### src/rtl/md5_pkg.sv
`timescale 1ns / 1ps
// MD5 core package: item structs, initial chaining values and round tables.
// No dependencies; imported by md5_message_digest_core.
package md5_pkg;

  // input item: one message byte plus end marker
  typedef struct packed {
    logic [7:0] data_byte;
    logic       byte_valid;
    logic       last;
  } md5_in_t;

  // result item: one digest word
  typedef struct packed {
    logic [31:0] digest_word;
    logic [1:0]  word_index;
    logic        last_word;
  } md5_out_t;

  localparam logic [31:0] INIT_A = 32'h67452301;
  localparam logic [31:0] INIT_B = 32'hefcdab89;
  localparam logic [31:0] INIT_C = 32'h98badcfe;
  localparam logic [31:0] INIT_D = 32'h10325476;

  localparam logic [7:0] PAD_BYTE = 8'h80;
  localparam logic [2:0] LEN_SLOT = 3'd7;  // byte positions 56..63

  // additive round constant
  function automatic logic [31:0] round_const(input logic [5:0] r);
    logic [31:0] k;
    case (r)
      6'd0:  k = 32'hd76aa478;  6'd1:  k = 32'he8c7b756;
      6'd2:  k = 32'h242070db;  6'd3:  k = 32'hc1bdceee;
      6'd4:  k = 32'hf57c0faf;  6'd5:  k = 32'h4787c62a;
      6'd6:  k = 32'ha8304613;  6'd7:  k = 32'hfd469501;
      6'd8:  k = 32'h698098d8;  6'd9:  k = 32'h8b44f7af;
      6'd10: k = 32'hffff5bb1;  6'd11: k = 32'h895cd7be;
      6'd12: k = 32'h6b901122;  6'd13: k = 32'hfd987193;
      6'd14: k = 32'ha679438e;  6'd15: k = 32'h49b40821;
      6'd16: k = 32'hf61e2562;  6'd17: k = 32'hc040b340;
      6'd18: k = 32'h265e5a51;  6'd19: k = 32'he9b6c7aa;
      6'd20: k = 32'hd62f105d;  6'd21: k = 32'h02441453;
      6'd22: k = 32'hd8a1e681;  6'd23: k = 32'he7d3fbc8;
      6'd24: k = 32'h21e1cde6;  6'd25: k = 32'hc33707d6;
      6'd26: k = 32'hf4d50d87;  6'd27: k = 32'h455a14ed;
      6'd28: k = 32'ha9e3e905;  6'd29: k = 32'hfcefa3f8;
      6'd30: k = 32'h676f02d9;  6'd31: k = 32'h8d2a4c8a;
      6'd32: k = 32'hfffa3942;  6'd33: k = 32'h8771f681;
      6'd34: k = 32'h6d9d6122;  6'd35: k = 32'hfde5380c;
      6'd36: k = 32'ha4beea44;  6'd37: k = 32'h4bdecfa9;
      6'd38: k = 32'hf6bb4b60;  6'd39: k = 32'hbebfbc70;
      6'd40: k = 32'h289b7ec6;  6'd41: k = 32'heaa127fa;
      6'd42: k = 32'hd4ef3085;  6'd43: k = 32'h04881d05;
      6'd44: k = 32'hd9d4d039;  6'd45: k = 32'he6db99e5;
      6'd46: k = 32'h1fa27cf8;  6'd47: k = 32'hc4ac5665;
      6'd48: k = 32'hf4292244;  6'd49: k = 32'h432aff97;
      6'd50: k = 32'hab9423a7;  6'd51: k = 32'hfc93a039;
      6'd52: k = 32'h655b59c3;  6'd53: k = 32'h8f0ccc92;
      6'd54: k = 32'hffeff47d;  6'd55: k = 32'h85845dd1;
      6'd56: k = 32'h6fa87e4f;  6'd57: k = 32'hfe2ce6e0;
      6'd58: k = 32'ha3014314;  6'd59: k = 32'h4e0811a1;
      6'd60: k = 32'hf7537e82;  6'd61: k = 32'hbd3af235;
      6'd62: k = 32'h2ad7d2bb;  6'd63: k = 32'heb86d391;
      default: k = 32'h0;
    endcase
    return k;
  endfunction

  // left rotate amount, selected by phase and round within group of four
  function automatic logic [4:0] rot_amount(input logic [3:0] sel);
    logic [4:0] s;
    case (sel)
      4'd0:  s = 5'd7;   4'd1:  s = 5'd12;  4'd2:  s = 5'd17;  4'd3:  s = 5'd22;
      4'd4:  s = 5'd5;   4'd5:  s = 5'd9;   4'd6:  s = 5'd14;  4'd7:  s = 5'd20;
      4'd8:  s = 5'd4;   4'd9:  s = 5'd11;  4'd10: s = 5'd16;  4'd11: s = 5'd23;
      4'd12: s = 5'd6;   4'd13: s = 5'd10;  4'd14: s = 5'd15;  4'd15: s = 5'd21;
      default: s = 5'd0;
    endcase
    return s;
  endfunction

endpackage

### src/rtl/md5_message_digest_core.sv
`timescale 1ns / 1ps
// MD5 core: byte-stream digest with one shared round datapath.
// Sequence: a byte that does not fill the block is taken while the core stays idle; a byte
// that fills it starts 64 rounds of the shared round unit, one per cycle, then a fold.
// A last item then adds a pad state, a length state and a final block, plus an extra
// block when the pad byte lands in bytes 56..63; then four digest items.
// Ready is low meanwhile. Reset (rst_n synchronous) loads the initial chaining words and zeroes the count.
module md5_message_digest_core
  import md5_pkg::*;
(
  input  logic     clk,
  input  logic     rst_n,
  input  logic     in_valid,
  output logic     in_ready,
  input  md5_in_t  in_data,
  output logic     out_valid,
  input  logic     out_ready,
  output md5_out_t out_data
);

  // sequencer states
  localparam logic [2:0] S_IDLE  = 3'd0;
  localparam logic [2:0] S_ROUND = 3'd1;
  localparam logic [2:0] S_FOLD  = 3'd2;
  localparam logic [2:0] S_PAD   = 3'd3;
  localparam logic [2:0] S_LEN   = 3'd4;
  localparam logic [2:0] S_EMIT  = 3'd5;

  // where to go after a block is folded in
  localparam logic [1:0] POST_IDLE = 2'd0;
  localparam logic [1:0] POST_PAD  = 2'd1;
  localparam logic [1:0] POST_LEN  = 2'd2;
  localparam logic [1:0] POST_EMIT = 2'd3;

  logic [2:0]  state_r;
  logic [1:0]  post_r;
  logic [5:0]  round_r;
  logic [1:0]  idx_r;
  logic        extra_r;
  logic [60:0] count_r;
  logic [31:0] chain_r [4];
  logic [31:0] a_r, b_r, c_r, d_r;
  logic [31:0] buf_r [16];

  logic        in_fire;
  logic        out_fire;
  logic [5:0]  pos;
  logic [31:0] len_lo, len_hi;

  // round unit
  logic [1:0]  phase;
  logic [3:0]  r4;
  logic [3:0]  g;
  logic [31:0] f;
  logic [31:0] sum;
  logic [63:0] rot_wide;
  logic [31:0] b_nxt;

  assign in_ready = (state_r == S_IDLE);
  assign in_fire  = in_valid && in_ready;
  assign out_valid = (state_r == S_EMIT);
  assign out_fire  = out_valid && out_ready;
  assign pos = count_r[5:0];

  // bit length, little-endian words 14 and 15
  assign len_lo = {count_r[28:0], 3'b000};
  assign len_hi = count_r[60:29];

  assign out_data.digest_word = chain_r[idx_r];
  assign out_data.word_index  = idx_r;
  assign out_data.last_word   = (idx_r == 2'd3);

  // one MD5 round
  always_comb begin
    phase = round_r[5:4];
    r4    = round_r[3:0];
    case (phase)
      2'd0: begin
        f = (b_r & c_r) | (~b_r & d_r);
        g = r4;
      end
      2'd1: begin
        f = (b_r & d_r) | (c_r & ~d_r);
        g = r4 + {r4[1:0], 2'b00} + 4'd1;
      end
      2'd2: begin
        f = b_r ^ c_r ^ d_r;
        g = r4 + {r4[2:0], 1'b0} + 4'd5;
      end
      2'd3: begin
        f = c_r ^ (b_r | ~d_r);
        g = {r4[0], 3'b000} - r4;
      end
      default: begin
        f = 32'h0;
        g = 4'd0;
      end
    endcase
    sum      = a_r + f + buf_r[g] + round_const(round_r);
    rot_wide = {sum, sum} << rot_amount({phase, round_r[1:0]});
    b_nxt    = b_r + rot_wide[63:32];
  end

  // sequencer, count and chaining words
  always_ff @(posedge clk) begin
    if (!rst_n) begin
      state_r    <= S_IDLE;
      post_r     <= POST_IDLE;
      round_r    <= 6'd0;
      idx_r      <= 2'd0;
      extra_r    <= 1'b0;
      count_r    <= '0;
      chain_r[0] <= INIT_A;
      chain_r[1] <= INIT_B;
      chain_r[2] <= INIT_C;
      chain_r[3] <= INIT_D;
    end else begin
      case (state_r)
        S_IDLE: begin
          if (in_fire) begin
            if (in_data.byte_valid) begin
              count_r <= count_r + 61'd1;
              if (pos == 6'd63) begin
                state_r <= S_ROUND;
                round_r <= 6'd0;
                post_r  <= in_data.last ? POST_PAD : POST_IDLE;
              end else if (in_data.last) begin
                state_r <= S_PAD;
              end
            end else if (in_data.last) begin
              state_r <= S_PAD;
            end
          end
        end
        S_ROUND: begin
          round_r <= round_r + 6'd1;
          if (round_r == 6'd63) begin
            state_r <= S_FOLD;
          end
        end
        S_FOLD: begin
          chain_r[0] <= chain_r[0] + a_r;
          chain_r[1] <= chain_r[1] + b_r;
          chain_r[2] <= chain_r[2] + c_r;
          chain_r[3] <= chain_r[3] + d_r;
          case (post_r)
            POST_IDLE: state_r <= S_IDLE;
            POST_PAD:  state_r <= S_PAD;
            POST_LEN:  state_r <= S_LEN;
            POST_EMIT: begin
              state_r <= S_EMIT;
              idx_r   <= 2'd0;
            end
            default:   state_r <= S_IDLE;
          endcase
        end
        S_PAD: begin
          // length does not fit after the pad byte: one extra block first
          if (pos[5:3] == LEN_SLOT) begin
            extra_r <= 1'b1;
            state_r <= S_ROUND;
            round_r <= 6'd0;
            post_r  <= POST_LEN;
          end else begin
            extra_r <= 1'b0;
            state_r <= S_LEN;
          end
        end
        S_LEN: begin
          state_r <= S_ROUND;
          round_r <= 6'd0;
          post_r  <= POST_EMIT;
        end
        S_EMIT: begin
          if (out_fire) begin
            idx_r <= idx_r + 2'd1;
            if (idx_r == 2'd3) begin
              state_r    <= S_IDLE;
              count_r    <= '0;
              chain_r[0] <= INIT_A;
              chain_r[1] <= INIT_B;
              chain_r[2] <= INIT_C;
              chain_r[3] <= INIT_D;
            end
          end
        end
        default: state_r <= S_IDLE;
      endcase
    end
  end

  // working registers of the round unit
  always_ff @(posedge clk) begin
    if (state_r == S_ROUND) begin
      a_r <= d_r;
      b_r <= b_nxt;
      c_r <= b_r;
      d_r <= c_r;
    end else begin
      a_r <= chain_r[0];
      b_r <= chain_r[1];
      c_r <= chain_r[2];
      d_r <= chain_r[3];
    end
  end

  // block buffer: message bytes, padding and length
  always_ff @(posedge clk) begin
    logic [5:0] bi;
    for (int i = 0; i < 16; i++) begin
      for (int j = 0; j < 4; j++) begin
        bi = 6'(i * 4 + j);
        if (in_fire && in_data.byte_valid && (bi == pos)) begin
          buf_r[i][8*j +: 8] <= in_data.data_byte;
        end else if (state_r == S_PAD) begin
          if (bi == pos) begin
            buf_r[i][8*j +: 8] <= PAD_BYTE;
          end else if (bi > pos) begin
            buf_r[i][8*j +: 8] <= 8'h00;
          end
        end else if ((state_r == S_LEN) && extra_r && (i < 14)) begin
          buf_r[i][8*j +: 8] <= 8'h00;
        end
      end
    end
    if (state_r == S_LEN) begin
      buf_r[14] <= len_lo;
      buf_r[15] <= len_hi;
    end
  end

endmodule
### config.mk
export PLATFORM = sky130hd
export DESIGN_NAME = md5_message_digest_core
export DESIGN_NICKNAME = d
export VERILOG_FILES = /design/src/rtl/md5_pkg.sv /design/src/rtl/md5_message_digest_core.sv
export SDC_FILE = /design/constraint.sdc
export NUM_CORES = 2
export LEC_CHECK = 0
export BUFFER_PORTS_ARGS = -buffer_cell sky130_fd_sc_hd__buf_2
export CORE_MARGIN = 5
export CORE_UTILIZATION = 53
export CTS_BUF_LIST = sky130_fd_sc_hd__clkbuf_8
export DETAILED_ROUTE_END_ITERATION = 16
export GPL_TIMING_DRIVEN = 0
export PLACE_DENSITY = 0.68
export SETUP_SLACK_MARGIN = 0.15
export SYNTH_ARGS = -nofsm -noshare
export SYNTH_HDL_FRONTEND = slang
export SYNTH_SLANG_ARGS = --single-unit
### constraint.sdc
create_clock -name clk -period 16.6 [get_ports clk]
set_input_delay 2.49 -clock clk [delete_from_list [all_inputs] [get_ports clk]]
set_output_delay 2.49 -clock clk [all_outputs]
set_load 0.005 [all_outputs]
* Word-level counts from Yosys, hierarchy flattened
Memory sizes are Yosys's and may differ from the RTL's. A register that Yosys moved wholly into a read port is not among the register bits.
Index checks and enable logic that the tools add are counted.
** Storage, ports and cells
- Register bits after elaboration :: 203
- Memory bits (writable) :: 640
- ROM bits :: 2128
- Output and inout bits :: 37
- Word-level logic and storage cells :: 1545
- Memories kept :: 4
** Operators by class
- Add/subtract/negate cells :: 16
- Magnitude comparators :: 64
- Equal/unequal tests :: 86
- Shift-type cells :: 1
- Muxes and demuxes :: 1071
- Bitwise gates (word level) :: 212
- Reduce and logical (&&, ||, !) cells :: 81
** Memory list
- (no name shown) :: words 64, bits a word 32, rd ports 1, clocked after Yosys merged registers in 1, write ports 0, line md5_pkg.sv:31 : case (r)
- buf_r :: words 16, bits a word 32, rd ports 1, clocked after Yosys merged registers in 0, write ports 16, line md5_message_digest_core.sv:43 : logic [31:0] buf_r [16];
- chain_r :: words 4, bits a word 32, rd ports 5, clocked after Yosys merged registers in 1, write ports 4, line md5_message_digest_core.sv:41 : logic [31:0] chain_r [4];
- (no name shown) :: words 16, bits a word 5, rd ports 1, clocked after Yosys merged registers in 1, write ports 0, line md5_pkg.sv:72 : case (sel)
** Operators with widths (number)
- two-way mux 8 bit :: 192
- two-way mux 1 bit :: 831
- two-way mux 32 bit :: 12
- adder 32 bit :: 8
- two-way mux 61 bit :: 4
- OR 1 bit :: 200
- == test 6 bit (first input constant) :: 32
- greater-than comparator 6 bit (first input constant) :: 32
- bitwise AND 32 bit :: 4
- case mux 32 bit (4 select lines) :: 1
- case mux 61 bit (2 select lines) :: 1
- == test 5 x 6 -> 1 bit (first input constant) :: 16
- greater-than comparator 5 x 6 -> 1 bit (first input constant) :: 16
- OR 32 bit :: 3
- bitwise XOR 32 bit :: 3
- logical AND 1 bit :: 68
- inverter 32 bit :: 2
- left shift 64 x 5 -> 64 bit :: 1
- adder 61 x 1 -> 61 bit (second input constant) :: 1
- == test 4 x 6 -> 1 bit (first input constant) :: 8
- greater-than comparator 4 x 6 -> 1 bit (first input constant) :: 8
- two-way mux 6 bit :: 6
- == test 3 x 6 -> 1 bit (first input constant) :: 4
- greater-than comparator 3 x 6 -> 1 bit (first input constant) :: 4
- 36 further kinds :: 74

* Longest topological paths before layout
- Depth after elaboration :: 10
- Mapped depth :: 44

* Worst setup path before layout
OpenSTA, ideal clock, no wires.
- Path kind :: register -> register
- Start :: reg round_r[1]
- End :: reg b_r[24]
- Library setup time :: 0.124 ns
- Arrival time :: 10.237 ns
- Data required time :: 16.476 ns
- Slack :: 6.239 ns
- Cell stages (with the launch flop) :: 43
- Buffers on the path :: 3
- Cells stage by stage :: dfxtp_1 inv_1 ha_1 fa_1 xor2_1 xnor2_1 a221oi_2 clkbuf_1 buf_1 clkbuf_1 mux2i_1 a21oi_1 fa_1 inv_1 fa_1 inv_1 ha_1 fa_1 (+7 left out) mux4_2 mux2_2 mux2i_1 mux2i_1 ha_1 fa_1 a21o_1 a221oi_1 nor4_1 o21a_1 o2111a_1 o311ai_1 nand3b_1 a21oi_1 o21bai_1 a21oi_1 xnor2_1 o21ai_1
** Between the ends
- Word-level cells in the longest chain between the ends :: 9
** Ends and longest elaborated chain
- from (decl) :: line md5_message_digest_core.sv:37 : logic [5:0] round_r;
- from (signal assigned) :: line md5_message_digest_core.sv:136 : round_r <= round_r + 6'd1;
- adder 4 bit, on equally long branches :: line md5_message_digest_core.sv:88, md5_message_digest_core.sv:84
- adder 4 x 3 -> 4 bit / adder 4 x 1 -> 4 bit (equally long branches) :: line md5_message_digest_core.sv:88, md5_message_digest_core.sv:84
- case mux 4 bit (4 select lines) (*) :: line md5_message_digest_core.sv:77 : case (phase)
- memory (16 x 32 bit) (*)
- adder 32 bit (*) (2 in series) :: line md5_message_digest_core.sv:99 : sum = a_r + f + buf_r[g] + round_const(round_r);
- left shift 64 x 5 -> 64 bit (*) :: line md5_message_digest_core.sv:100 : rot_wide = {sum, sum} << rot_amount({phase, round_r[1:0]});
- adder 32 bit (*) :: line md5_message_digest_core.sv:101 : b_nxt = b_r + rot_wide[63:32];
- two-way mux 32 bit (*) :: line md5_message_digest_core.sv:194 : if (state_r == S_ROUND) begin
- to (signal assigned) :: line md5_message_digest_core.sv:196 : b_r <= b_nxt;
- to (signal assigned) :: line md5_message_digest_core.sv:201 : b_r <= chain_r[1];
- to (decl) :: line md5_message_digest_core.sv:42 : logic [31:0] a_r, b_r, c_r, d_r;
Mark *: on every way between the ends. The rest lies on a longest branch, timed or not.
A chain may end at the register's enable or synchronous reset.

* Worst setup path in the final report
- Start :: reg round_r[1]
- End :: reg b_r[30]
Same word-level chain as after synthesis.

==> flow_metrics.tcl <==
set metrics [dict create \
    status "complete, but fails checks" \
    violations "capacitance limit, slew limit" \
    nNetsFinal 6504 \
    synth.net_count 6276 \
    postCtsResizedCells 0 \
    finalHoldViolations 0 \
    ys_async_sr_fraction_pct 0 \
    synth_edf_count 569 \
    syn2layout_area_growth_pct 9.49 \
    setup-tns-final_ps 0 \
    viasPerCell 6.73 \
    fp.dieH_um 338 \
    std_cell_rows 120 \
    setup_slack_ps 2450 \
    syn-cell-area_um2 56900 \
    cp_max_fo 10 \
    dp_hpwl_mm 190 \
    pre_cts_ws_ps 3000 \
    drc_errors 0 \
    start_util_pct 53.3 \
    clock.fmax_ghz 0.0706 \
    grt_usage_pct 42.2 \
    cp_common_cell "fa_1" \
    grt_max_degree 29 \
    overflow 0 \
    synth_cell_types 100 \
    port_buffers 42 \
    post_cts_buffers 0 \
    postRouteAntennaNets 0 \
    mostFrequentLayoutCells "nand2_1, edfxtp_1, nor2_1" \
    period_needed_ps 14150 \
    grt_pass1_wl_mm 347 \
    critPathRequiredTime_ps 17320 \
    layout_commonest_cell "nand2_1" \
    drt-total-wl_mm 245 \
    fp.dieW_um 338 \
    globalplace.congestion 1.05 \
    core_um2 107000 \
    post_synth.cell_area_avg_um2 9.58 \
    slowest_stage "a221oi_2" \
    clock-sinks 882 \
    drv_slew 19 \
    instances_no_fill 7714 \
    relSlewSlack_pct -12.5 \
    cts_tree "done" \
    worst_hold_path.endpoint "d_r[27]" \
    antenna_found_initial 23 \
    holdPathStages 2 \
    start_kind "flip-flop" \
    ys_warn_count 0 \
    synthFlopType "edfxtp_1" \
    cpPeakStageDelay_ps 920 \
    grt_pass1_vias 48200 \
    cts.clk_slew.worst_paths_ps 70 \
    ys_ff_latch 882 \
    first_pass_iters 7 \
    min_from "chain_r[3][27]" \
    reg2reg_depth 41 \
    max-cap-violations 2 \
    cts_root_buf "clkbuf_8" \
    rsz0062_at_grt "false" \
    die_area_um2 114000 \
    critPathArrivalTime_ps 14870 \
    crit_type "reg2reg" \
    insertion_delay_ps 890 \
    ys_seq_area_share_pct 41.0 \
    r2r_slack_ps 2450 \
    drt-initial-drc-count 8537 \
    synthCells 5947 \
    r2r_end "b_r[30]" \
    clockBufferDepth 3 \
    hold_buffers 0 \
    htreeDepth 4 \
    setup_violations 0 \
    num_vias 51900 \
    min_path_type "reg2reg" \
    holdWs_ps 479 \
    cts_buffers 153 \
    crit_path_end_kind "flip-flop" \
    io_pins 51 \
    period_share_pct 85.3 \
    placedCellCount 7419 \
    worst_slew_pin_slew_ps 1690 \
    rr_startpoint "round_r[1]" \
    drive_gt1_share_pct 8.97 \
    avgRoutedWirePerCell_um 31.8 \
    clock_skew_ps 70.3 \
]
state kept, by name (all words and copies together), names as in the netlist, named ones only:
name / flops
a_r: 32
b_r: 32
buf_r: 512
c_r: 32
chain_r: 128
count_r: 61
d_r: 32
extra_r: 1
idx_r: 2
post_r: 2
round_r: 6
state_r: 3
how the worst max path moves through the flow:
stage / from / to / slack (ps)
3_5_place_dp: round_r[1] / b_r[31] / 3000
6_report: round_r[1] / b_r[30] / 2450
4_1_cts: round_r[1] / b_r[31] / 2940
2_1_floorplan: round_r[1] / b_r[24] / 6240
5_1_grt: round_r[1] / b_r[30] / 2070
3_3_place_gp: round_r[1] / b_r[31] / 3000
stage by stage:
| step | instance area (µm²) | util, % |
|---|---|---|
| floorplan | 56900 | - |
| CTS | 62300 | 58.3 |
| global placement | 58900 | 55.1 |
| detailed placement | 59200 | 55.4 |
| finish | 62400 | 58.3 |
| global route | 62300 | 58.3 |
cells by family (layout without fill, tap and decap cells):
family / Yosys count / in the layout / share of synthesized area, %
simple gates: 2180 / 2180 / 18.2
xor+xnor: 242 / 242 / 3.79
flops: 882 / 882 / 41.0
fa+ha+maj: 316 / 316 / 7.84
compound gates: 1411 / 1411 / 15.6
other cells: 0 / 11 / 0
mux: 325 / 325 / 9.56
buf+inv: 591 / 944 / 3.98
synth_stat cells (41+ instances only):
library cell    n  area [µm²]
nor3_1         86         430
o21ai_0       366        1830
and2_1        373        2330
nor2_1        438        1640
a211oi_1       72         541
a31oi_1        51         319
nor2b_1        78         488
o21a_1         59         443
nand2b_1       80         500
xnor2_1       138        1210
mux4_2        171        3850
inv_1         210         788
or3_1          44         275
ha_1          247        3090
edfxtp_1      569       17100
nand3_1       121         606
buf_1          56         210
dfxtp_1       313        6270
a21o_1         77         578
fa_1           68        1360
mux2i_1       127        1270
a221oi_1       41         359
a22oi_1        53         398
nand2_1       789        2960
xor2_1        101         885
a21oi_1       383        1920
o211ai_1       43         323
and3_1         83         519
clkbuf_1      292        1100
cell type report:
type	count	area, µm²
Fill cell	9511	44600
Multi-Input combinational cell	4474	31400
Sequential cell	882	23400
Clock buffer	169	2330
Tap cell	1403	1760
Buffer	373	1450
Inverter	218	818
Clock inverter	111	777
Timing Repair Buffer	73	478
Antenna cell	11	27.5
critical path, delay by kind of cell (launching register included):
kind / cells / cell delay (ps)
compound gates: 17 / 5080
xor+xnor: 4 / 1120
fa+ha+maj: 8 / 3220
buf+inv: 6 / 2010
flops: 1 / 510
mux: 5 / 1560
simple gates: 1 / 490
metal layers:
layer / up-vias / GRT usage, % / part of all wire (%)
met5: - / 0 / 0.045
met4: 16 / 22.0 / 6.5
met3: 745 / 16.5 / 15
met2: 3798 / 58.8 / 40
met1: 25300 / 57.1 / 38
li1: 22000 / - / -
Power is not shown: default switching activity piles up to over one toggle a cycle in this logic, so the estimate is an artifact.
